## src/hw/rtl/footprint_grid_collision_check_assert.svh

```systemverilog
// Assertion macros for the footprint collision checker.
`ifndef FOOTPRINT_GRID_COLLISION_CHECK_ASSERT_SVH
`define FOOTPRINT_GRID_COLLISION_CHECK_ASSERT_SVH

// Same-cycle implication, clocked on clk, off during reset.
`define FGCC_ASSERT_IMP(name, ante, cons) \
    name: assert property (@(posedge clk) disable iff (!rst_n) (ante) |-> (cons)) \
        else $error("footprint collision check: assertion failed");

// Next-cycle implication, clocked on clk, off during reset.
`define FGCC_ASSERT_NXT(name, ante, cons) \
    name: assert property (@(posedge clk) disable iff (!rst_n) (ante) |=> (cons)) \
        else $error("footprint collision check: assertion failed");

`endif

```

## src/hw/rtl/fgcc_pkg.sv

```systemverilog
// Shared constants and types of the footprint collision checker.
package fgcc_pkg;

    localparam int MAP_SIDE        = 256;
    localparam int MAP_CELLS       = MAP_SIDE * MAP_SIDE;
    localparam int MAP_AW          = $clog2(MAP_CELLS);
    localparam int COORD_FRAC_BITS = 10;
    localparam int TRIG_FRAC_BITS  = 14;

    localparam int DIM_W    = 9;
    localparam int EXT_W    = 13;
    localparam int POSE_W   = 24;
    localparam int TRIG_W   = 16;
    localparam int LAT_W    = EXT_W + 2;
    localparam int PROD_W   = LAT_W + TRIG_W;
    localparam int FPROD_W  = PROD_W - TRIG_FRAC_BITS;
    localparam int MAPC_W   = POSE_W + 2;
    localparam int LIM_W    = DIM_W + EXT_W;
    localparam int RECIP_SH = LIM_W + 1;
    localparam int RECIP_W  = RECIP_SH - 4 + 1;
    localparam int QUOT_W   = DIM_W + 1;
    localparam int IDX_W    = 2 * DIM_W + 1;

    localparam int MIN_CELL     = 16;
    localparam int FRAC_ONE     = 1 << COORD_FRAC_BITS;
    localparam int CELL_CM      = 5;
    localparam int CAR_LEN_CM   = 228;
    localparam int CAR_WID_CM   = 120;
    localparam int REAR_AXLE_CM = 45;
    localparam int PAD_CM       = 20;

    localparam logic [EXT_W-1:0] CELL_RST =
        EXT_W'((CELL_CM * FRAC_ONE + 50) / 100);
    localparam logic [EXT_W-1:0] REAR_RST =
        EXT_W'(((REAR_AXLE_CM + PAD_CM) * FRAC_ONE + 50) / 100);
    localparam logic [EXT_W-1:0] FRONT_RST =
        EXT_W'(((CAR_LEN_CM - REAR_AXLE_CM + PAD_CM) * FRAC_ONE + 50) / 100);
    localparam logic [EXT_W-1:0] SIDE_RST =
        EXT_W'(((CAR_WID_CM / 2 + PAD_CM) * FRAC_ONE + 50) / 100);

    localparam logic [2:0] REG_MAP_WIDTH  = 3'd0;
    localparam logic [2:0] REG_MAP_HEIGHT = 3'd1;
    localparam logic [2:0] REG_CELL_SIZE  = 3'd2;
    localparam logic [2:0] REG_REAR       = 3'd3;
    localparam logic [2:0] REG_FRONT      = 3'd4;
    localparam logic [2:0] REG_SIDE       = 3'd5;

    localparam logic CMD_WRITE = 1'b0;
    localparam logic CMD_QUERY = 1'b1;

    // Per-query context seen by the point pipeline
    typedef struct packed {
        logic signed [POSE_W-1:0] px;
        logic signed [POSE_W-1:0] py;
        logic signed [TRIG_W-1:0] c;
        logic signed [TRIG_W-1:0] s;
        logic [EXT_W-1:0]         cs;
        logic [LIM_W-1:0]         lx;
        logic [LIM_W-1:0]         ly;
        logic [RECIP_W-1:0]       recip;
        logic [DIM_W-1:0]         width;
    } fgcc_ctx_t;

    // One lattice point entering the pipeline
    typedef struct packed {
        logic                      valid;
        logic signed [LAT_W-1:0]   sy;
        logic signed [FPROD_W-1:0] fxc;
        logic signed [FPROD_W-1:0] fxs;
    } fgcc_pt_t;

endpackage

```

## src/hw/rtl/fgcc_point.sv

```systemverilog
// Point pipeline: rotate, translate, bound and index one lattice point per cycle.
module fgcc_point (
    input  logic                        clk,
    input  logic                        rst_n,
    input  fgcc_pkg::fgcc_ctx_t         ctx,
    input  fgcc_pkg::fgcc_pt_t          pt,
    output logic                        busy,
    output logic                        rd_en,
    output logic [fgcc_pkg::MAP_AW-1:0] rd_addr
);
    import fgcc_pkg::*;

    // stage A: sy products
    logic a_v_reg;
    logic signed [FPROD_W-1:0] a_fxc_reg, a_fxs_reg, a_fys_reg, a_fyc_reg;
    logic signed [PROD_W-1:0]  pys, pyc;
    // stage B: map coordinates
    logic b_v_reg;
    logic signed [MAPC_W-1:0] b_mx_reg, b_my_reg, mx_c, my_c;
    // stage C: bounds
    logic c_v_reg;
    logic [LIM_W-1:0] c_mx_reg, c_my_reg;
    logic in_c;
    // stage D: reciprocal estimate
    logic d_v_reg;
    logic [LIM_W-1:0]  d_mx_reg, d_my_reg;
    logic [QUOT_W-1:0] d_qx_reg, d_qy_reg;
    logic [LIM_W+RECIP_W-1:0] prx, pry;
    // stage E: corrected cell column and row
    logic e_v_reg;
    logic [DIM_W-1:0] e_cx_reg, e_cy_reg, cx_c, cy_c;
    logic [LIM_W:0]   qcx, qcy, rx, ry;
    logic [IDX_W-1:0] idx;

    assign pys = pt.sy * ctx.s;
    assign pyc = pt.sy * ctx.c;

    assign mx_c = {{(MAPC_W-POSE_W){ctx.px[POSE_W-1]}}, ctx.px}
                + {{(MAPC_W-FPROD_W){a_fxc_reg[FPROD_W-1]}}, a_fxc_reg}
                + {{(MAPC_W-FPROD_W){a_fys_reg[FPROD_W-1]}}, a_fys_reg};
    assign my_c = {{(MAPC_W-POSE_W){ctx.py[POSE_W-1]}}, ctx.py}
                - {{(MAPC_W-FPROD_W){a_fxs_reg[FPROD_W-1]}}, a_fxs_reg}
                + {{(MAPC_W-FPROD_W){a_fyc_reg[FPROD_W-1]}}, a_fyc_reg};

    // drop points off the active map before any division
    assign in_c = !b_mx_reg[MAPC_W-1] && !b_my_reg[MAPC_W-1]
               && (b_mx_reg < $signed({{(MAPC_W-LIM_W){1'b0}}, ctx.lx}))
               && (b_my_reg < $signed({{(MAPC_W-LIM_W){1'b0}}, ctx.ly}));

    assign prx = c_mx_reg * ctx.recip;
    assign pry = c_my_reg * ctx.recip;

    // estimate is low by at most one: fix with one compare
    assign qcx = d_qx_reg * ctx.cs;
    assign qcy = d_qy_reg * ctx.cs;
    assign rx  = {1'b0, d_mx_reg} - qcx;
    assign ry  = {1'b0, d_my_reg} - qcy;
    assign cx_c = (rx >= {{(LIM_W+1-EXT_W){1'b0}}, ctx.cs}) ? DIM_W'(d_qx_reg + 1'b1)
                                                            : DIM_W'(d_qx_reg);
    assign cy_c = (ry >= {{(LIM_W+1-EXT_W){1'b0}}, ctx.cs}) ? DIM_W'(d_qy_reg + 1'b1)
                                                            : DIM_W'(d_qy_reg);

    assign idx     = {{(IDX_W-DIM_W){1'b0}}, e_cx_reg} + e_cy_reg * ctx.width;
    assign rd_en   = e_v_reg && (idx[IDX_W-1:MAP_AW] == '0);
    assign rd_addr = idx[MAP_AW-1:0];
    assign busy    = a_v_reg || b_v_reg || c_v_reg || d_v_reg || e_v_reg;

    always_ff @(posedge clk or negedge rst_n)
    begin
        if (!rst_n)
        begin
            a_v_reg <= 1'b0;
            b_v_reg <= 1'b0;
            c_v_reg <= 1'b0;
            d_v_reg <= 1'b0;
            e_v_reg <= 1'b0;
        end
        else
        begin
            a_v_reg <= pt.valid;
            b_v_reg <= a_v_reg;
            c_v_reg <= b_v_reg && in_c;
            d_v_reg <= c_v_reg;
            e_v_reg <= d_v_reg;
        end
    end

    always_ff @(posedge clk)
    begin
        a_fxc_reg <= pt.fxc;
        a_fxs_reg <= pt.fxs;
        a_fys_reg <= pys[PROD_W-1:TRIG_FRAC_BITS];
        a_fyc_reg <= pyc[PROD_W-1:TRIG_FRAC_BITS];
        b_mx_reg  <= mx_c;
        b_my_reg  <= my_c;
        c_mx_reg  <= b_mx_reg[LIM_W-1:0];
        c_my_reg  <= b_my_reg[LIM_W-1:0];
        d_mx_reg  <= c_mx_reg;
        d_my_reg  <= c_my_reg;
        d_qx_reg  <= prx[RECIP_SH+QUOT_W-1:RECIP_SH];
        d_qy_reg  <= pry[RECIP_SH+QUOT_W-1:RECIP_SH];
        e_cx_reg  <= cx_c;
        e_cy_reg  <= cy_c;
    end

endmodule

```

## config.mk

```make
export PLATFORM = sky130hd
export DESIGN_NAME = fgcc_point
export DESIGN_NICKNAME = d
export VERILOG_FILES = /design/src/hw/rtl/footprint_grid_collision_check_assert.svh /design/src/hw/rtl/fgcc_pkg.sv /design/src/hw/rtl/fgcc_point.sv
export SDC_FILE = /design/constraint.sdc
export NUM_CORES = 2
export LEC_CHECK = 0
export BUFFER_PORTS_ARGS = -buffer_cell sky130_fd_sc_hd__buf_2
export CAP_MARGIN = 25
export CORE_MARGIN = 2
export CORE_UTILIZATION = 45
export CTS_BUF_LIST = sky130_fd_sc_hd__clkbuf_4 sky130_fd_sc_hd__clkbuf_8
export CTS_CLUSTER_SIZE = 16
export DETAILED_ROUTE_END_ITERATION = 8
export PLACE_DENSITY = 0.69
export SLEW_MARGIN = 20
export SYNTH_ARGS = -nofsm -noshare
export SYNTH_HDL_FRONTEND = slang
export SYNTH_SLANG_ARGS = --single-unit
```

## constraint.sdc

```tcl
create_clock -name clk -period 6.9 [get_ports clk]
set_clock_uncertainty 0.15 [all_clocks]
set_input_delay 0.345 -clock clk [delete_from_list [all_inputs] [get_ports clk]]
set_output_delay 0.345 -clock clk [all_outputs]
set_load 0.02 [all_outputs]
```

## Word level (Yosys, flattened, before mapping)

Index checks and enable logic that the tools add are counted.

| storage, ports and cells | value |
|---|---|
| flip-flop bits (word level) | 251 |
| latch bits | 0 |
| bits in writable memories | 0 |
| ROM bits | 0 |
| input port bits | 218 |
| output and inout bits | 18 |
| word-level logic and storage cells | 53 |
| memories kept | 0 |

| operators by class | value |
|---|---|
| $add $sub $neg | 9 |
| $mul | 7 |
| div/mod/pow operators | 0 |
| magnitude comparators | 4 |
| equal/unequal tests | 0 |
| shift-type cells | 0 |
| mux-type cells | 2 |
| bitwise logic cells | 0 |
| reductions and logical operators | 12 |

Operators by type and width:

| cell | number |
|---|---|
| $mul 22x20->33 | 2 |
| $mul 15x16->31 | 2 |
| $add 25x17->26 | 2 |
| $lt 26x23->1 | 2 |
| $ge 23x13->1 | 2 |
| $mul 10x13->23 | 2 |
| $sub 22x23->23 | 2 |
| $add 24x17->25 | 1 |
| $sub 24x17->25 | 1 |
| $add 9x18->19 | 1 |
| $add 9x1->9 const B | 2 |
| $mul 9x9->18 | 1 |
| $mux 9 | 2 |
| $logic_and 1x1->1 | 5 |
| $logic_or 1x1->1 | 4 |
| $logic_not 3->1 | 1 |
| $logic_not 1->1 | 2 |

## Longest topological paths before layout

| logic depth | value |
|---|---|
| depth in word-level cells | 5 |
| mapped depth | 32 |
| gate-level depth less buffers | 30 |

## Worst setup path after synthesis

No wires, ideal clock.

| timing | value |
|---|---|
| path type | reg2reg |
| start | reg d_qy_reg[3] |
| end | reg e_cy_reg[1] |
| setup time | 0.121 ns |
| data arrival time | 6.994 ns |
| data required time | 6.629 ns |
| path slack | -0.365 ns |
| stages on the path, launching flop included | 29 |
| buffers on the path | 2 |
| period minus slack after synthesis | 7.265 ns |
| path through | dfxtp_1 > clkbuf_1 > inv_1 > clkbuf_1 > nor2_1 > fa_1 > inv_1 > fa_1 > fa_1 > fa_1 > inv_1 > fa_1 > inv_1 > ha_1 > a21oi_1 > nor2_1 > nor3b_1 > a21boi_1 > nor2_1 > ha_1 > a221oi_1 > o211ai_1 > a2111oi_0 > o31ai_1 > a31oi_1 > o211a_1 > o311ai_0 > a2111oi_2 > mux2_2 |

| on the way | value |
|---|---|
| cells in the longest elaborated chain, start to end | 4 |

RTL lines:

| item | line | text |
|---|---|---|
| from (decl) | fgcc_point.sv:27 | `logic [QUOT_W-1:0] d_qx_reg, d_qy_reg;` |
| from (signal assigned) | fgcc_point.sv:101 | `d_qy_reg <= pry[RECIP_SH+QUOT_W-1:RECIP_SH];` |
| $mul 10x13->23 | fgcc_point.sv:55 | `assign qcy = d_qy_reg * ctx.cs;` |
| $sub 22x23->23 | fgcc_point.sv:57 | `assign ry = {1'b0, d_my_reg} - qcy;` |
| $ge 23x13->1 | fgcc_point.sv:60 | `assign cy_c = (ry >= {{(LIM_W+1-EXT_W){1'b0}}, ctx.cs}) ? DIM_W'(d_qy_reg + 1'b1)` |
| $mux 9 | fgcc_point.sv:60 |  |
| via cy_c[1] | fgcc_point.sv:31 | `logic [DIM_W-1:0] e_cx_reg, e_cy_reg, cx_c, cy_c;` |
| to (signal assigned) | fgcc_point.sv:103 | `e_cy_reg <= cy_c;` |
| to (decl) | fgcc_point.sv:31 |  |

The timed path passes the listed nets, and every way through them passes these cells.

## Worst setup path in the final report

| timing | value |
|---|---|
| start | reg d_qx_reg[2] |
| end | reg e_cx_reg[0] |

| on the way | value |
|---|---|
| cells in the longest elaborated chain, start to end | 4 |

RTL lines:

| item | line | text |
|---|---|---|
| from (decl) | fgcc_point.sv:27 |  |
| from (signal assigned) | fgcc_point.sv:100 | `d_qx_reg <= prx[RECIP_SH+QUOT_W-1:RECIP_SH];` |
| $mul 10x13->23 | fgcc_point.sv:54 | `assign qcx = d_qx_reg * ctx.cs;` |
| $sub 22x23->23 | fgcc_point.sv:56 | `assign rx = {1'b0, d_mx_reg} - qcx;` |
| $ge 23x13->1 | fgcc_point.sv:58 | `assign cx_c = (rx >= {{(LIM_W+1-EXT_W){1'b0}}, ctx.cs}) ? DIM_W'(d_qx_reg + 1'b1)` |
| $mux 9 | fgcc_point.sv:58 |  |
| via cx_c[0] | fgcc_point.sv:31 |  |
| to (signal assigned) | fgcc_point.sv:102 | `e_cx_reg <= cx_c;` |
| to (decl) | fgcc_point.sv:31 |  |

The timed path passes the listed nets, and every way through them passes these cells.

==> key figures <==
Place
  – GP Congestion: 0.9586
  – Dpl hpwl: 143.5 mm
  – Area after DPL: 70,020 µm²
  – I/O Buffers: 235

Critical path
  – Worst path buffer plus inverter count: 4
  – Crit path largest cell delay: 0.51 ns
  – Reg-to-reg critical path endpoint: e_cx_reg[0]$_DFF_P_
  – Reg-to-Reg Start: d_qx_reg[2]$_DFF_P_
  – Worst r2r path cells: 26
  – Most used cell, CP: fa_1
  – Critical path depth: 26
  – CP arrival: 7.28 ns
  – Setup crit end: e_cx_reg[0]$_DFF_P_
  – Crit Path Max Fanout: 5
  – CP Capture Type: register
  – Delay-heaviest family, CP: adder cells
  – Worst path required time: 7.28 ns
  – Worst path slowest cell: fa_1
  – CP Launch Type: register
  – R2r setup slk: -0.008 ns
  – Worst setup path start: d_qx_reg[2]$_DFF_P_
  – Crit Path Category: reg -> reg

GRT
  – Residual overflow from global routing: 0
  – Largest net degree at the start of global routing: 43
  – First-pass GRT wire length: 277.6 mm
  – Antenna violations before repair: 14
  – Vias in the first global route: 52,449
  – Tot GR Track Use: 24.12%

Die
  – Initial Util: 45.27%
  – Die H: 380.9 µm
  – DIE AREA: 145,100 µm²
  – I/O Pins: 236
  – Core box area: 141,200 µm²
  – Row count: 138
  – Die Span X: 380.9 µm

Clock network
  – Skew-Pair Late Insertion Delay: 0.71 ns
  – Root Buffer: clkbuf_8
  – H-tree level count: 2
  – Clk slew on worst S/H paths: 0.06 ns
  – Clock Tree Buf Depth: 3
  – # clock sinks: 251
  – CTS buffer count: 46
  – CTS tree: done

Timing
  – RSZ-0062 raised after global routing: yes
  – Hold Violations, Final: 0
  – Slew margin rel.: 21.90%
  – Post-layout minimum cycle time: 6.908 ns
  – # setup viols final: 2
  – Worst-margin pin slew: 1.164 ns
  – Max-slew violations: 0
  – Max Freq: 144.8 MHz
  – Fin crit share: 100.1%
  – Final WS setup: -0.007884 ns

Logic synthesis
  – Post-synth EDFFs: 0
  – Yosys reg bits: 251
  – Top cells by count, synth: inv_1, fa_1, nand2_1, ha_1, and2_1
  – Mux contribution to synthesized area: 0.1057%
  – Syn Nets: 9,286
  – Top cell type's share of synthesized area: 44.93%
  – Synth Area in Simple Gates: 15.39%
  – Synth top area cells: fa_1, ha_1, inv_1
  – Adder-cell share of the synthesized area: 57.81%
  – Compound-Gate Fraction of Synth Area: 4.433%
  – Post-Syn Instances: 6,975
  – Synth area leader: fa_1
  – Warnings, synthesis: 0
  – Avg Cell Area, Syn: 9.166 µm²
  – Synth cell types: 72
  – Seq/Total Area, Yosys: 7.899%
  – Mapped cell area: 63,930 µm²
  – Leading cell type by number of instances after synthesis: inv_1
  – Post-Synth XOR/XNOR Area: 2.767%
  – Synth Flop Type: dfxtp_1
  – Largest family of logic cells by synthesized area: adder cells
  – Asr flop ratio synth: 1.992%

Final layout
  – Area occupied by multi-input gates: 52,130 µm²
  – FF+latch area: 5176 µm²
  – Fillers: 12,852
  – Final #Nets: 9,810
  – Final instance area: 72,940 µm²
  – Fraction of layout cells with a size suffix above 1: 13.29%
  – Area Growth Syn to Fin: 14.08%

Detailed routing
  – Via-per-instance ratio: 5.081
  – Drt first pass iters: 6
  – DR iter-0 viols: 2,734
  – Via count: 47,928
  – ANT nets after route: 0
  – Detailed-route wire length: 171.4 mm
  – DRC Markers: 0
  – Routed wire per std cell: 18.17 µm

Run status
  – Status: finished, violations left
  – Failing checks: negative setup slack

Worst hold path
  – Worst hold-check path type: in -> reg

Job
  – Max_cap viols: 0
## placed cells by master, fill, tap and decap left out, drive strengths merged, types with 32 or more instances in the layout
cell	n
o21a	34
and2	649
o21ai	72
nor2	135
nor2b	32
inv	1675
ha	658
a21o	63
nand2	990
clkbuf	70
buf	728
xor2	44
dlygate4sd3	41
fa	1435
nand2b	57
nor3	38
dfxtp	246
xnor2	158
a21oi	117
## how the worst min path moves through the flow
stage,from,to,cells after the start
after floorplan,rst_n,a_v_reg$_DFF_PN0_,0
final,ctx[65],c_v_reg$_DFF_PN0_,5
after global placement,rst_n,a_v_reg$_DFF_PN0_,1
after CTS,ctx[65],c_v_reg$_DFF_PN0_,5
after detailed placement,rst_n,b_v_reg$_DFF_PN0_,1
after global routing,ctx[65],c_v_reg$_DFF_PN0_,5
## timing repair
item | CTS | global route
hold buffers | 41 | 0
hold endpoints to repair | 44 | 0
endpoints found under the setup margin | 28 | 32
setup buffers | 23 | 31
gates cloned | 2 | 4
pin swaps | 35 | 87
resized for setup | 80 | 156
## final cells by class
class / count / area share (%)
multi-input cells: 4751 / 71.48
inverters: 1675 / 8.624
repair buffers: 774 / 8.085
flip-flops and latches: 251 / 7.097
well taps: 1890 / 3.242
clock buffers: 66 / 1.185
clock inverters: 16 / 0.2556
diodes: 10 / 0.03431
## cell families (layout without fill, tap and decap cells)
family,after synthesis,after routing
adder cells (fa/ha/maj),2093,2093
XOR/XNOR,202,202
other,0,10
AND/OR/NAND/NOR,2025,2025
AO/OA/AOI/OAI,424,425
buffers and inverters,1974,2531
flip-flops,251,251
multiplexers,6,6
## worst reg2reg max path: stages, from the launching register on
cell and delay, ns:
dfxtp_4 0.36, and2_4 0.16, fa_1 0.51, inv_1 0.05
fa_1 0.51, fa_1 0.43, fa_1 0.50, inv_1 0.05
fa_1 0.48, inv_1 0.06, ha_4 0.22, a21o_1 0.20
a21oi_2 0.15, nor2b_1 0.06, a211o_1 0.26, a21oi_2 0.20
xnor2_1 0.15, ha_1 0.29, a21oi_2 0.15, o221a_2 0.18
o2111ai_1 0.09, or3_1 0.33, or4_4 0.43, nor4_4 0.22
buf_4 0.21, o2111ai_4 0.16, xor2_1 0.23
## layer usage
metal	vias to the layer above	track usage (%)	part of all wire [%]
met4	12	9.559	4.6
met5	-	0	0.050
met2	1535	42.19	50
li1	21603	-	-
met1	24430	30.23	39
met3	348	3.065	6.1
## through the flow
step,setup TNS [ns],utilization [%],instances,setup slack (ns),hold WS (ns)
floorplan,0,-,6975,0.001617,-0.1006
global placement,-5.240,49.58,9240,-0.3834,0.01225
detailed placement,-8.659,49.58,9240,-0.4525,0.01619
CTS,-0.3704,50.94,9388,-0.08149,0.03448
global route,-3.008,51.63,9425,-0.2338,0.07195
finish,-0.01326,51.64,9433,-0.007884,0.07023
Power is not shown: default switching activity piles up to over one toggle a cycle in this logic, so the estimate is an artifact.
