**config.mk**
```make
export PLATFORM = sky130hd
export DESIGN_NAME = fgcc_recip
export DESIGN_NICKNAME = d
export VERILOG_FILES = /design/src/hw/rtl/footprint_grid_collision_check_assert.svh /design/src/hw/rtl/fgcc_pkg.sv /design/src/hw/rtl/fgcc_recip.sv
export SDC_FILE = /design/constraint.sdc
export NUM_CORES = 1
export LEC_CHECK = 0
export BUFFER_PORTS_ARGS = -buffer_cell sky130_fd_sc_hd__buf_2
export CAP_MARGIN = 10
export CELL_PAD_IN_SITES_DETAIL_PLACEMENT = 1
export CELL_PAD_IN_SITES_GLOBAL_PLACEMENT = 2
export CORE_MARGIN = 2
export CORE_UTILIZATION = 34
export CTS_CLUSTER_SIZE = 20
export DETAILED_ROUTE_END_ITERATION = 6
export PLACE_DENSITY_LB_ADDON = 0.1
export SYNTH_ARGS = -nofsm -noshare
export SYNTH_HDL_FRONTEND = slang
export SYNTH_SLANG_ARGS = --single-unit
```
**constraint.sdc**
```tcl
create_clock -name clk -period 3.1 [get_ports clk]
set_input_delay 0.62 -clock clk [delete_from_list [all_inputs] [get_ports clk]]
set_output_delay 0.62 -clock clk [all_outputs]
set_load 0.01 [all_outputs]
```
**src/hw/rtl/footprint_grid_collision_check_assert.svh**
```systemverilog
// Assertion macros for the footprint collision checker.
`ifndef FOOTPRINT_GRID_COLLISION_CHECK_ASSERT_SVH
`define FOOTPRINT_GRID_COLLISION_CHECK_ASSERT_SVH

// Same-cycle implication, clocked on clk, off during reset.
`define FGCC_ASSERT_IMP(name, ante, cons) \
    name: assert property (@(posedge clk) disable iff (!rst_n) (ante) |-> (cons)) \
        else $error("footprint collision check: assertion failed");

// Next-cycle implication, clocked on clk, off during reset.
`define FGCC_ASSERT_NXT(name, ante, cons) \
    name: assert property (@(posedge clk) disable iff (!rst_n) (ante) |=> (cons)) \
        else $error("footprint collision check: assertion failed");

`endif

```
**src/hw/rtl/fgcc_pkg.sv**
```systemverilog
// Shared constants and types of the footprint collision checker.
package fgcc_pkg;

    localparam int MAP_SIDE        = 256;
    localparam int MAP_CELLS       = MAP_SIDE * MAP_SIDE;
    localparam int MAP_AW          = $clog2(MAP_CELLS);
    localparam int COORD_FRAC_BITS = 10;
    localparam int TRIG_FRAC_BITS  = 14;

    localparam int DIM_W    = 9;
    localparam int EXT_W    = 13;
    localparam int POSE_W   = 24;
    localparam int TRIG_W   = 16;
    localparam int LAT_W    = EXT_W + 2;
    localparam int PROD_W   = LAT_W + TRIG_W;
    localparam int FPROD_W  = PROD_W - TRIG_FRAC_BITS;
    localparam int MAPC_W   = POSE_W + 2;
    localparam int LIM_W    = DIM_W + EXT_W;
    localparam int RECIP_SH = LIM_W + 1;
    localparam int RECIP_W  = RECIP_SH - 4 + 1;
    localparam int QUOT_W   = DIM_W + 1;
    localparam int IDX_W    = 2 * DIM_W + 1;

    localparam int MIN_CELL     = 16;
    localparam int FRAC_ONE     = 1 << COORD_FRAC_BITS;
    localparam int CELL_CM      = 5;
    localparam int CAR_LEN_CM   = 228;
    localparam int CAR_WID_CM   = 120;
    localparam int REAR_AXLE_CM = 45;
    localparam int PAD_CM       = 20;

    localparam logic [EXT_W-1:0] CELL_RST =
        EXT_W'((CELL_CM * FRAC_ONE + 50) / 100);
    localparam logic [EXT_W-1:0] REAR_RST =
        EXT_W'(((REAR_AXLE_CM + PAD_CM) * FRAC_ONE + 50) / 100);
    localparam logic [EXT_W-1:0] FRONT_RST =
        EXT_W'(((CAR_LEN_CM - REAR_AXLE_CM + PAD_CM) * FRAC_ONE + 50) / 100);
    localparam logic [EXT_W-1:0] SIDE_RST =
        EXT_W'(((CAR_WID_CM / 2 + PAD_CM) * FRAC_ONE + 50) / 100);

    localparam logic [2:0] REG_MAP_WIDTH  = 3'd0;
    localparam logic [2:0] REG_MAP_HEIGHT = 3'd1;
    localparam logic [2:0] REG_CELL_SIZE  = 3'd2;
    localparam logic [2:0] REG_REAR       = 3'd3;
    localparam logic [2:0] REG_FRONT      = 3'd4;
    localparam logic [2:0] REG_SIDE       = 3'd5;

    localparam logic CMD_WRITE = 1'b0;
    localparam logic CMD_QUERY = 1'b1;

    // Per-query context seen by the point pipeline
    typedef struct packed {
        logic signed [POSE_W-1:0] px;
        logic signed [POSE_W-1:0] py;
        logic signed [TRIG_W-1:0] c;
        logic signed [TRIG_W-1:0] s;
        logic [EXT_W-1:0]         cs;
        logic [LIM_W-1:0]         lx;
        logic [LIM_W-1:0]         ly;
        logic [RECIP_W-1:0]       recip;
        logic [DIM_W-1:0]         width;
    } fgcc_ctx_t;

    // One lattice point entering the pipeline
    typedef struct packed {
        logic                      valid;
        logic signed [LAT_W-1:0]   sy;
        logic signed [FPROD_W-1:0] fxc;
        logic signed [FPROD_W-1:0] fxs;
    } fgcc_pt_t;

endpackage

```
**src/hw/rtl/fgcc_recip.sv**
```systemverilog
// Bit-serial reciprocal of the cell size, one quotient bit per cycle.
module fgcc_recip (
    input  logic                        clk,
    input  logic                        rst_n,
    input  logic                        start,
    input  logic [fgcc_pkg::EXT_W-1:0]  divisor,
    output logic                        done,
    output logic [fgcc_pkg::RECIP_W-1:0] quot
);
    import fgcc_pkg::*;

    localparam int CNT_W = $clog2(RECIP_SH + 1);

    logic             busy_reg, busy_next;
    logic             done_reg, done_next;
    logic [CNT_W-1:0] cnt_reg, cnt_next;
    logic [EXT_W-1:0] rem_reg, rem_next;
    logic [RECIP_W-1:0] q_reg, q_next;
    logic [EXT_W:0]   shifted;
    logic             dbit;

    always_comb
    begin
        busy_next = busy_reg;
        done_next = 1'b0;
        cnt_next  = cnt_reg;
        rem_next  = rem_reg;
        q_next    = q_reg;
        dbit      = (cnt_reg == CNT_W'(RECIP_SH));
        shifted   = {rem_reg, dbit};
        if (start)
        begin
            busy_next = 1'b1;
            cnt_next  = CNT_W'(RECIP_SH);
            rem_next  = '0;
            q_next    = '0;
        end
        else if (busy_reg)
        begin
            // restoring step: subtract when the partial remainder allows it
            if (shifted >= {1'b0, divisor})
            begin
                rem_next = EXT_W'(shifted - {1'b0, divisor});
                q_next   = {q_reg[RECIP_W-2:0], 1'b1};
            end
            else
            begin
                rem_next = shifted[EXT_W-1:0];
                q_next   = {q_reg[RECIP_W-2:0], 1'b0};
            end
            if (cnt_reg == '0)
            begin
                busy_next = 1'b0;
                done_next = 1'b1;
            end
            else
            begin
                cnt_next = cnt_reg - 1'b1;
            end
        end
    end

    always_ff @(posedge clk or negedge rst_n)
    begin
        if (!rst_n)
        begin
            busy_reg <= 1'b0;
            done_reg <= 1'b0;
            cnt_reg  <= '0;
        end
        else
        begin
            busy_reg <= busy_next;
            done_reg <= done_next;
            cnt_reg  <= cnt_next;
        end
    end

    always_ff @(posedge clk)
    begin
        rem_reg <= rem_next;
        q_reg   <= q_next;
    end

    assign done = done_reg;
    assign quot = q_reg;

endmodule

```
# Word level (Yosys, flattened, before mapping)
# Cells that the tools add are included.
totals:
  register_bits: 40
  latch_bits: 0
  ramBits: 0
  romBits: 0
  in_bits: 16
  out_inout_bits: 21
  word_cells: 24
  memories: 0
classes:
  n_addsub: 2
  multipliers: 0
  n_div: 0
  order_cmp: 1
  n_eq_ne: 2
  shifts: 0
  mux: 11
  bitwise: 0
  reduce_logical: 3
op_table:
  columns: ["op", "count"]
  rows:
  - ["5-bit two-way mux", 3]
  - ["14-bit by 13-bit greater-or-equal comparator with 1-bit output", 1]
  - ["13-bit two-way mux", 1]
  - ["13-bit subtractor", 1]
  - ["1-bit two-way mux", 7]
  - ["5-bit == test, second input constant", 1]
  - ["5-bit logical NOT", 1]
  - ["5-bit by 1-bit subtractor with 5-bit output, second input constant", 1]
  - ["2-bit != test, second input constant", 1]
  - ["2-bit AND reduction", 1]
  - ["2-bit nonzero test", 1]

# Longest topological paths before layout
# Gate-level depths: netlist of run 1.
depth:
  ltp_word: 4
  mapped_depth: 13
  depth_no_buf: 11

# Worst setup path after synthesis of run 1
# Ideal clock, no wire load.
synth_timing:
  kind: "input to register"
  from: "in divisor[7] (netlist bit)"
  to: "reg rem_reg[0]"
  setup_ps: 86
  arrival_time_ps: 2610
  required_time_ps: 3014
  path_slack_ps: 404
  cell_stages: 10
  n_path_buf: 2
  cell_sequence: "inv_1 ha_1 buf_6 a211oi_2 o21bai_2 a2111oi_4 and2_4 buf_8 mux2_2 a211oi_1"
synth_between:
  elab_chain_len: 2
synth_rtl:
  columns: ["element", "line", "source"]
  rows:
  - ["start: declaration", "fgcc_recip.sv:6", "input logic [fgcc_pkg::EXT_W-1:0] divisor,"]
  - ["14-bit by 13-bit greater-or-equal comparator with 1-bit output", "fgcc_recip.sv:41", "if (shifted >= {1'b0, divisor})"]
  - ["13-bit two-way mux", "fgcc_recip.sv:41", null]
  - ["end signal: assignment", "fgcc_recip.sv:81", "rem_reg <= rem_next;"]
  - ["end: declaration", "fgcc_recip.sv:17", "logic [EXT_W-1:0] rem_reg, rem_next;"]
# Every way passes these cells.
# A chain may end at the register's enable or synchronous reset.

# Worst setup path after layout of run 1
layout_timing:
  from: "reg cnt_reg[0]"
  to: "reg rem_reg[12]"
layout_between:
  elab_chain_len: 3
  word_cells_on_any_way: 4
  classes_between: "1 x add/sub; 1 x order compare; 1 x eq/ne; 1 x mux"
layout_rtl:
  columns: ["element", "line", "source"]
  rows:
  - ["start: declaration", "fgcc_recip.sv:16", "logic [CNT_W-1:0] cnt_reg, cnt_next;"]
  - ["start signal: assignment", "fgcc_recip.sv:75", "cnt_reg <= cnt_next;"]
  - ["5-bit == test *", "fgcc_recip.sv:29", "dbit = (cnt_reg == CNT_W'(RECIP_SH));"]
  - ["13-bit subtractor or 14-bit by 13-bit greater-or-equal comparator with 1-bit output (tied branches)", "fgcc_recip.sv:43, fgcc_recip.sv:41", null]
  - ["13-bit two-way mux *", "fgcc_recip.sv:41", null]
# Mark *: on every way between the ends. The rest lies on a longest branch, timed or not.

==> results of run 1 <==
## metrics by stage
stage	cell area (um2)	util	hold slack, ns
after global placement	2660	0.391	0.467
after CTS	2760	0.406	0.143
after detailed placement	2660	0.391	0.467
final	2770	0.407	0.150
after global routing	2770	0.407	0.151
after floorplan	2380	-	0.324
## cells by family (layout without fill, tap and decap cells)
| logic type | Yosys count | count (layout) | synth area share |
|---|---|---|---|
| AND/OR/NAND/NOR | 96 | 96 | 0.194 |
| buffers and inverters | 32 | 72 | 0.0658 |
| XOR/XNOR | 11 | 11 | 0.0405 |
| multiplexers | 21 | 21 | 0.0890 |
| flip-flops | 40 | 40 | 0.352 |
| AO/OA/AOI/OAI | 46 | 46 | 0.166 |
| adder cells (fa/ha/maj) | 17 | 17 | 0.0927 |
## per-layer routing
| layer | up-vias | global-route usage | routed length [um] |
|---|---|---|---|
| met5 | - | 0 | 0 |
| met4 | 0 | 0.0545 | 84 |
| met3 | 5 | 0.0254 | 177 |
| met2 | 37 | 0.246 | 2440 |
| met1 | 892 | 0.210 | 2750 |
| li1 | 1011 | - | - |
## how the worst max path moves through the flow
| stage | to | slack, ns | cells past startpoint |
|---|---|---|---|
| global placement | rem_reg[12] | 0.20 | 12 |
| CTS | rem_reg[12] | 0.15 | 12 |
| floorplan | rem_reg[0] | 0.40 | 10 |
| global route | rem_reg[12] | 0.07 | 12 |
| detailed placement | rem_reg[12] | 0.16 | 12 |
| finish | rem_reg[12] | 0.25 | 12 |
## worst max-delay path, delay by kind of cell (launching register included)
| family | cells | cell delay, ns |
|---|---|---|
| buffers and inverters | 2 | 0.22 |
| AO/OA/AOI/OAI | 5 | 1.02 |
| AND/OR/NAND/NOR | 1 | 0.15 |
| XOR/XNOR | 1 | 0.11 |
| adder cells (fa/ha/maj) | 3 | 0.82 |
| flip-flops | 1 | 0.42 |
## repair_timing
| action | 4_1_cts | 5_1_grt |
|---|---|---|
| endpoints found under the setup margin | 0 | 1 |
| gates resized for setup | 0 | 1 |
| hold buffers | 0 | 0 |
## cell type report
type / count / area, um2
Tap cell: 96 / 120
Multi-Input combinational cell: 191 / 1390
Sequential cell: 40 / 837
Clock inverter: 2 / 11.3
Inverter: 20 / 75.1
Timing Repair Buffer: 44 / 240
Clock buffer: 6 / 93.8
Fill cell: 817 / 4030
## power by group
part	switching, W	internal, W	total [W]
Sequential	0.0000942	0.000602	0.000696
Clock	0.000185	0.000206	0.000391
Combinational	0.000507	0.000432	0.000939
## cell usage after synthesis, drive strengths merged (3+ instances only)
| library cell | count | area share |
|---|---|---|
| xnor2 | 6 | 0.022 |
| clkbuf | 6 | 0.0095 |
| nand4 | 3 | 0.0079 |
| nand2 | 19 | 0.031 |
| a21oi | 8 | 0.017 |
| mux2i | 20 | 0.084 |
| nor2b | 4 | 0.011 |
| xor2 | 5 | 0.018 |
| a311oi | 7 | 0.039 |
| nor2 | 42 | 0.066 |
| nand3 | 3 | 0.0063 |
| or3 | 3 | 0.0079 |
| and3 | 8 | 0.021 |
| o21ai | 4 | 0.0084 |
| nor3 | 4 | 0.0084 |
| inv | 19 | 0.030 |
| a31oi | 3 | 0.0079 |
| a211oi | 3 | 0.012 |
| buf | 6 | 0.025 |
| ha | 16 | 0.084 |
| dfxtp | 33 | 0.28 |
| dfrtp | 7 | 0.074 |
==> impl.org, run 1 <==
** Run status
- Result of the run :: complete, no violations

** Power
- Summed over all cells, the static leakage comes to 1.42 nW.
- Worst voltage drop across the vdd grid :: 0.000257 V
- Cell area power density :: 732 nW/um2
- Summing internal, switching and leakage power gives 0.00203 W.

** Clock tree
- CTS buffer count :: 5
- The clock drives 40 sinks.
- Root cell of the clock tree :: clkbuf_8
- Clock transition at the register clock pins on the worst setup and hold paths after CTS :: 0.08 ns
- The clock passes through at most 2 buffers.
- Clock latency reported for the late side of the worst-skew pair :: 0.29 ns
- Post-CTS Setup Bufs :: 0
- H-Tree Depth :: 2
- TritonCTS clock tree :: built

** Placed design
- Placed wire-length estimate :: 4200 um
- Weighted congestion at the end of routability-driven global placement :: 0.790
- Post-Place Setup Slack :: 0.163 ns
- Quantity of I/O buffers inserted on ports :: 36
- The number of placed instances, taps included, is 391.

** Timing
- The total count of max-transition violations in the final report came to 0.
- Setup violations, final :: 0
- Actual slew at the worst max-slew pin :: 0.565 ns
- Dividing the final minimum period by the clock period gives 0.920.
- After routing, the total negative slack on setup checks comes to 0 ns.
- Setup repair after global routing left no endpoint under its margin.
- Between clock sinks in the finished design, the worst skew comes to 0.00645 ns.
- After layout, the worst setup slack is 0.249 ns.
- The number of hold-slack violations in the final timing report is 0.
- The worst path needs 2.85 ns of the cycle, external delays included.
- The worst pin sits at a relative slew slack of 0.623.
- Static timing analysis puts the maximum clock frequency at 351 MHz.

** Global route
- GRT Overall Usage :: 0.154
- The first global-routing pass estimated 9360 um of wire.
- Number of antenna violations at the first check in global routing :: 0
- The via count of the first global-routing pass came to 1929.
- Pin count of the biggest net entering global routing :: 44
- Summed over all layers, the global routing overflow is 0.

** Detailed routing
- Detail Route Antenna Nets :: 0
- First-iteration detailed-routing DRC count :: 58
- Routed length per instance :: 13.7 um
- After detailed routing, the total wire length is 5460 um.
- After detailed routing, the number of remaining DRC violations is 0.
- After detailed routing, the number of vias per cell comes to 4.87.
- Vias :: 1945
- Before antenna repair, the detailed router went through 4 iterations.

** Final layout
- Excluding fillers, the count of instances in the completed layout stands at 399.
- The top cell types in the final layout, fill and taps aside, are nor2_1 (42), buf_2 (36), dfxtp_1 (33).
- The number of antenna diodes in the final layout is 0.
- Most common cell after layout, fill and taps aside :: nor2_1
- Proportion of layout cells with a drive suffix above 1 :: 0.224
- The register with the most flip-flops in the layout has 20 of them.
- Relative to the synthesized area, the layout overhead comes to 16.5%.
- The final layout contains 335 nets.

** Synthesis
- Yosys mapped the design onto 59 distinct sky130hd cell types.
- Count of flip-flops with a built-in enable after synthesis :: 0
- Sequential-to-total area share from yosys stat :: 0.352
- Netlist Area Pre-Place :: 2380 um2
- Post-synthesis instance total :: 263
- Seq cells post-synth :: 40
- Among all flip-flop cells after synthesis, the most frequent one is dfxtp_1.
- The number of nets handed over by synthesis was 296.
- A synthesized cell averages 9.03 um2.
- After synthesis, the share of flip-flops with an asynchronous set or reset is 0.175.
- For this run, the number of Yosys warnings is 0.

** Die
- Placeable Area :: 6790 um2
- The die covers 7670 um2.
- Measured along the y axis, the die boundary spans 87.6 um.
- Starting density of the core :: 0.350
- Row count :: 30
- The die is 87.6 um wide.
- Top-Level Pins :: 37

** Setup path
- The worst setup path is captured at a flop.
- Traced cell by cell, the critical path runs through ha_1, nand4b_1, ha_1, inv_1, fa_1, a21o_1, a221oi_2, buf_4, o21ai_0, o22ai_1, xnor2_1, a221o_1.
- Worst endpoint required time :: 3.29 ns
- R2r startpoint :: cnt_reg[0]
- Delay contributed by the slowest stage of the critical path :: 0.42 ns
- STA classifies the critical path startpoint as a flop.
- The worst register-to-register path has a setup slack of 0.25 ns.
- The critical path starts at cnt_reg[0].
- In this run the critical register-to-register path is captured at rem_reg[12].
- Among the stages of the critical path, the cell type that occurs most often is ha_1.
- Slowest CP cell :: dfrtp_1
- Type of the worst setup path :: reg -> reg
- In this run the worst path has a maximum fanout of 5.
- Data on the critical path arrives at its endpoint at 3.04 ns.
- Measured in cells, the most critical reg-to-reg path has a length of 12.

** Hold path
- In this run the worst hold path is classified as in -> async.

** Flow run
- Max Cap Viol :: 0
Power figures use the tool's default switching activity.
==> run 2, diff against run 1 <==
--- a/config.mk
+++ b/config.mk
@@ -14,6 +14,7 @@
 export CTS_CLUSTER_SIZE = 20
 export DETAILED_ROUTE_END_ITERATION = 6
 export PLACE_DENSITY_LB_ADDON = 0.1
+export REMOVE_ABC_BUFFERS = 1
 export SYNTH_ARGS = -nofsm -noshare
 export SYNTH_HDL_FRONTEND = slang
 export SYNTH_SLANG_ARGS = --single-unit
==> run 2 against run 1 <==
Count of clock-buffer cells in the layout unchanged. Non-clock buffer count down 1. Critical endpoint is now rem_reg[10]. Sequential power about the same. Core utilization fell by 0.17 points. Global-route usage shrank 0.25 points. Via count up 1.1%. Clock skew down 0.0011 ns. Die area did not move. Wire length rose by 1.0%. Combinational power fell by 1%. Final cell count down 0.25%. Hold slack got worse by 0.0015 ns.
==> impl.org, run 2 (synthesis gave the netlist of run 1 again) <==
** Global route
- For this run the aggregate overflow at the end of global routing stands at 0.
- Number of antenna violations at the first check in global routing :: 0
- Global-route wire length before repair :: 9030 um
- GRT Overall Usage :: 0.151
- Via count of the first global-routing pass :: 1895
- Pin count of the biggest net entering global routing :: 44

** Placed design
- Quantity of I/O buffers inserted on ports :: 36
- The wire-length estimate of the detail-placed layout is 4240 um.
- Prior to clock tree synthesis, the placed netlist has a worst setup slack of 0.261 ns.
- Dpl cells :: 390
- Weighted congestion at the end of routability-driven global placement :: 0.741

** Die
- Top-Level Pins :: 37
- Row count :: 30
- Die Wd :: 87.6 um
- Placeable Area :: 6790 um2
- For this configuration, the core starts out at a cell density of 0.350.
- The die covers 7670 um2.
- Overall die height :: 87.6 um

** Timing
- Setup violations remaining at the end of the flow were counted as 0.
- Timing would allow up to 356 MHz.
- Post-route clock period utilization :: 0.906
- Fin. max-slew vios :: 0
- RSZ-0062 raised after global routing :: false
- In the final timing run, aggregate negative setup slack is 0 ns.
- Setup slack on the critical path of the routed design comes to 0.292 ns.
- Actual slew at the worst max-slew pin :: 0.577 ns
- Measured against its own limit, the worst slew margin works out to 0.616.
- The number of hold-slack violations in the final timing report was 0.
- Clock skew after layout :: 0.00539 ns
- Minimum clock period :: 2.81 ns

** Flow run
- Max Cap Viol :: 0

** Clock tree
- Maximum number of buffers from clock root to sink :: 2
- CTS buffer count :: 5
- For this design, the sink count on the clock tree is 40.
- After clock tree synthesis, the setup repair step added 0 buffers.
- Buffers inserted to repair hold after CTS numbered 0.
- TritonCTS built the clock tree.
- The root buffer cell chosen for the clock tree is clkbuf_8.
- H-Tree Depth :: 2
- PostCTS Resize Cnt :: 0
- Clock latency reported for the late side of the worst-skew pair :: 0.29 ns
- Clock transition at the register clock pins on the worst setup and hold paths after CTS :: 0.08 ns

** Setup path
- R2r startpoint :: cnt_reg[0]
- STA classifies the critical path startpoint as a flop.
- Beginning of the critical path :: cnt_reg[0]
- The setup path with the least slack is of type reg -> reg.
- Along the worst path, the maximum fanout reaches 5.
- Slowest CP cell :: dfrtp_1
- Among the stages of the critical path, the cell type that occurs most often is ha_1.
- The critical path goes through ha_1, nand4b_1, ha_1, inv_1, fa_1, a21o_1, a221oi_1, buf_4, nor2_1, o21ai_0, o311ai_0, a311oi_1.
- Data arrives at the worst endpoint at 3.01 ns.
- The largest single stage delay on the critical path is 0.42 ns.
- STA classifies the critical path endpoint as a flop.
- At the worst endpoint, the required time is 3.31 ns.

** Final layout
- Final net count :: 334
- The area growth from synthesis to layout is 16.0%.
- Number of flip-flops under the largest register name :: 20
- Of the cells placed in the final design, the portion with a size suffix greater than 1 is 0.215.
- Commonest cells after routing, fill and taps aside :: nor2_1 (42), buf_2 (36), dfxtp_1 (33)
- Final standard cell count with taps included and fillers excluded :: 398
- The library cell used most frequently in the layout, excluding fill and tap cells, is nor2_1.
- Final core utilization :: 0.406
- Number of inserted filler cells in the final layout :: 823
- Antenna diode count :: 0

** Power
- VDD sags by at most 0.000280 V.
- The analysis attributes to cell leakage a power of 1.41 nW.
- Total chip power :: 0.00204 W
- In this run the power density over the cells is 739 nW/um2.

** Detailed routing
- After detailed routing, the number of vias per cell comes to 4.94.
- Detail Route Antenna Nets :: 0
- Wires add up to 5510 um.
- In the final routed layout, each cell accounts on average for 13.9 um.
- First-iteration detailed-routing DRC count :: 41
- Vias :: 1967
- In the routed design, unresolved DRC markers number 0.
- Number of search-and-repair iterations in the first detailed-routing pass :: 4

** Hold path
- Path category of the worst min-delay check :: in -> async

** Run status
- The run finished with clean final reports.
==> run 2: changes by cell type in the layout (fill, tap and decap cells not counted), sizes merged <==
cell,change
bufinv,+1
inv,-1
buf,-1
==> run 2: power by group <==
part | switching [W] | leakage (nW) | total [W] | internal, W
clock network | 0.000179 | 0.0552 | 0.000417 | 0.000239
logic | 0.000502 | 1.01 | 0.000926 | 0.000424
registers | 0.0000920 | 0.342 | 0.000694 | 0.000602
==> run 2: per-stage QoR <==
| stage | instance area [um2] | hold WS, ns |
|---|---|---|
| final | 2760 | 0.149 |
| after floorplan | 2290 | 0.324 |
| after CTS | 2760 | 0.145 |
| after global placement | 2650 | 0.464 |
| after global routing | 2760 | 0.145 |
| after detailed placement | 2650 | 0.464 |
==> run 2: final timing paths <==
check	cells after the start	slack [ns]	endpoint
max reg2reg	12	0.29	rem_reg[10]
max in group asynchronous	1	2.77	busy_reg
max	12	0.29	rem_reg[10]
min	1	0.15	cnt_reg[0]
min in group clk	2	0.50	quot[0]
min reg2reg	2	0.50	quot[0]
==> run 2: cell type report <==
cell class / instances / area, um2 / share of cell area
repair buffers: 43 / 233 / 0.0844
clock buffers: 6 / 72.6 / 0.0263
multi-input cells: 191 / 1380 / 0.502
well taps: 96 / 120 / 0.0436
inverters: 20 / 75.1 / 0.0272
clock inverters: 2 / 35.0 / 0.0127
flip-flops and latches: 40 / 837 / 0.304
==> run 2: critical path: cells and delay by family, from the launching register on <==
family	cells	cell delay, ns
adders and majority gates	3	0.80
and+or+nand+nor	2	0.18
AOI/OAI and AO/OA	5	1.09
buffers and inverters	2	0.23
DFF	1	0.42
==> run 2: routing by layer <==
layer,wire [um],global-route usage
met5,0,0
met4,80,0.0503
met3,155,0.0273
met2,2660,0.251
met1,2610,0.199
==> run 3, diff against run 2 <==
==> constraint.sdc (replaced) <==
create_clock -name clk -period 3.2 [get_ports clk]
set_input_delay 0.64 -clock clk [delete_from_list [all_inputs] [get_ports clk]]
set_output_delay 0.64 -clock clk [all_outputs]
set_load 0.01 [all_outputs]
==> run 3 against run 2 <==
Wire length decreased by 0.78%. Combinational power decreased by 4.3%. Design area decreased by 0.54%. Hold slack improved by 0.034 ns. Critical path type unchanged. Count of clock-buffer cells in the layout unchanged. Clock power decreased by 4%.
==> impl.org, run 3 (synthesis gave the netlist of run 1 again) <==
** Die
- Row count :: 30
- The floorplan step defined a die boundary enclosing 7670 um2.
- The die is 87.6 um wide.
- Placeable Area :: 6790 um2
- Starting density of the core :: 0.350
- Top-Level Pins :: 37
- The die is 87.6 um tall.

** Global route
- GRT Overall Usage :: 0.155
- Global-route wire length before repair :: 9340 um
- Entering global routing, the biggest net connects 44 pins.
- GRT Residual Overflow :: 0
- Number of antenna violations at the first check in global routing :: 0
- The via count of the first global-routing pass is 1928.

** Timing
- Summed over all failing endpoints, the final setup total negative slack is 0 ns.
- In the post-route analysis, the smallest setup slack over all paths is 0.297 ns.
- Actual slew at the worst max-slew pin :: 0.578 ns
- Post-route clock period utilization :: 0.907
- The number of hold-slack violations in the final timing report came to 0.
- The total count of max-transition violations in the final report was 0.
- Measured against its own limit, the worst slew margin works out to 0.615.
- Minimum clock period :: 2.90 ns
- Fmax :: 345 MHz
- RSZ-0062 raised after global routing :: false
- Setup violations remaining at the end of the flow were counted as 0.
- Clock skew after layout :: 0.00343 ns

** Clock tree
- H-Tree Depth :: 2
- Maximum number of buffers from clock root to sink :: 2
- TritonCTS built the clock tree.
- Counting every sink on the clock net gives 40.
- Clock latency reported for the late side of the worst-skew pair :: 0.28 ns
- PostCTS Resize Cnt :: 0
- In this run the clock root is driven by a clkbuf_8.
- Buffers inserted during clock tree synthesis total 5.
- The number of hold buffers added after CTS was 0.
- After clock tree synthesis, the clock-pin slew on the worst setup and hold paths is 0.08 ns.
- Post-CTS timing repair inserted 0 buffers for setup.

** Final layout
- From synthesis to final layout, the design area changed by 15.4%.
- Number of flip-flops under the largest register name :: 20
- Commonest cells after routing, fill and taps aside :: nor2_1 (42), buf_2 (36), dfxtp_1 (33)
- The repair_antennas step left the layout with diodes totalling 0.
- For this run, the post-layout net count is 332.
- Most common cell after layout, fill and taps aside :: nor2_1
- Proportion of layout cells with a drive suffix above 1 :: 0.210
- Number of inserted filler cells in the final layout :: 805

** Setup path
- Counting cells, the worst reg-to-reg path comes to 12.
- Beginning of the critical path :: cnt_reg[0]
- The worst register-to-register path has a setup slack of 0.30 ns.
- The most critical setup path has its endpoint at rem_reg[12].
- Worst endpoint required time :: 3.38 ns
- R2r startpoint :: cnt_reg[0]
- The worst setup path is launched from a flop.
- Data arrival, critical path :: 3.08 ns
- The critical path is of the reg -> reg type.
- Reg-to-Reg End :: rem_reg[12]
- Nature of the critical path endpoint :: flop
- Maximum fanout encountered on the critical timing path :: 5

** Detailed routing
- In the final routed layout, each cell accounts on average for 13.8 um.
- Via-per-instance ratio :: 4.93
- The routed design has 5470 um of wire.
- The routed layout has 1951 vias.
- In this run, the number of DRC markers left after iteration 0 of detailed routing was 56.
- Number of search-and-repair iterations in the first detailed-routing pass :: 4
- For this run, design rule violations remaining after detail routing come to 0.
- Detail Route Antenna Nets :: 0

** Power
- Of the total power, registers draw 0.343.
- Of the total power, the share spent switching nets is 0.380.
- Leak :: 1.40 nW
- Summed over all nets, the switching power comes to 0.000743 W.
- Share of total power in the clock network :: 0.204
- Cell internal power dissipation :: 0.00121 W
- The worst-case IR drop observed on VDD is 0.000264 V.
- For this design the ratio of total power to cell area is 714 nW/um2.
- Gate power share :: 0.453

** Placed design
- The congestion estimate from routability-driven global placement came to 0.762.
- Detailed placement ended at an HPWL of 4170 um.
- Quantity of I/O buffers inserted on ports :: 36
- Post-Place Setup Slack :: 0.265 ns

** Hold path
- In this run the worst hold path is classified as in -> async.

** Run status
- Result of the run :: complete, no violations

** Flow run
- Across the run, the number of max-cap violations was 0.
-- run 3: cell types whose count changed in the layout (fill, tap and decap cells not counted) --
cell   delta
buf_4     -2
-- run 3: how the worst min path moves through the flow --
stage	from	endpoint	cells after the start
after floorplan	rst_n	busy_reg	0
after global placement	rst_n	cnt_reg[3]	1
after CTS	rst_n	cnt_reg[0]	1
final	rst_n	cnt_reg[0]	1
after detailed placement	rst_n	cnt_reg[2]	1
after global routing	rst_n	cnt_reg[1]	1
-- run 3: metal layers --
layer | vias up | routed length, um | track usage
met4 | 0 | 70 | 0.0503
met2 | 31 | 2640 | 0.262
li1 | 998 | - | -
met5 | - | 0 | 0
met1 | 916 | 2630 | 0.201
met3 | 6 | 138 | 0.0254
-- run 3: power groups by stage --
stage | Sequential, W | Clock [W] | Combinational [W]
after floorplan | 0.000652 | 0 | 0.000673
after global placement | 0.000684 | 0 | 0.000892
after detailed placement | 0.000682 | 0 | 0.000903
after CTS | 0.000672 | 0.000417 | 0.000904
after global routing | 0.000683 | 0.000437 | 0.00101
final | 0.000671 | 0.000399 | 0.000886
-- run 3: worst max-delay path, stage by stage (launching register included) --
cell      delay [ns]
dfrtp_1         0.42
ha_1            0.21
nand4b_1        0.14
ha_1            0.20
inv_1           0.06
fa_1            0.42
a21o_1          0.24
a221oi_1        0.24
buf_4           0.18
o21ai_0         0.07
o22ai_1         0.15
xnor2_1         0.12
a221o_1         0.34
-- run 3: per-stage QoR --
step	std cells	power, W	hold WS [ns]	utilization	instance area (um2)
global placement	388	0.00158	0.484	0.388	2630
CTS	396	0.00199	0.176	0.403	2740
global route	396	0.00213	0.176	0.403	2740
finish	396	0.00196	0.183	0.403	2740
detailed placement	388	0.00158	0.492	0.388	2630
floorplan	251	0.00133	0.344	-	2290
-- run 3: final cells by class --
cell class              count  area, um2  share of cell area
repair buffers             41        218              0.0794
clock inverters             2       35.0              0.0128
inverters                  20       75.1              0.0274
multi-input cells         191       1380               0.505
flip-flops and latches     40        837               0.305
well taps                  96        120              0.0438
clock buffers               6       72.6              0.0265
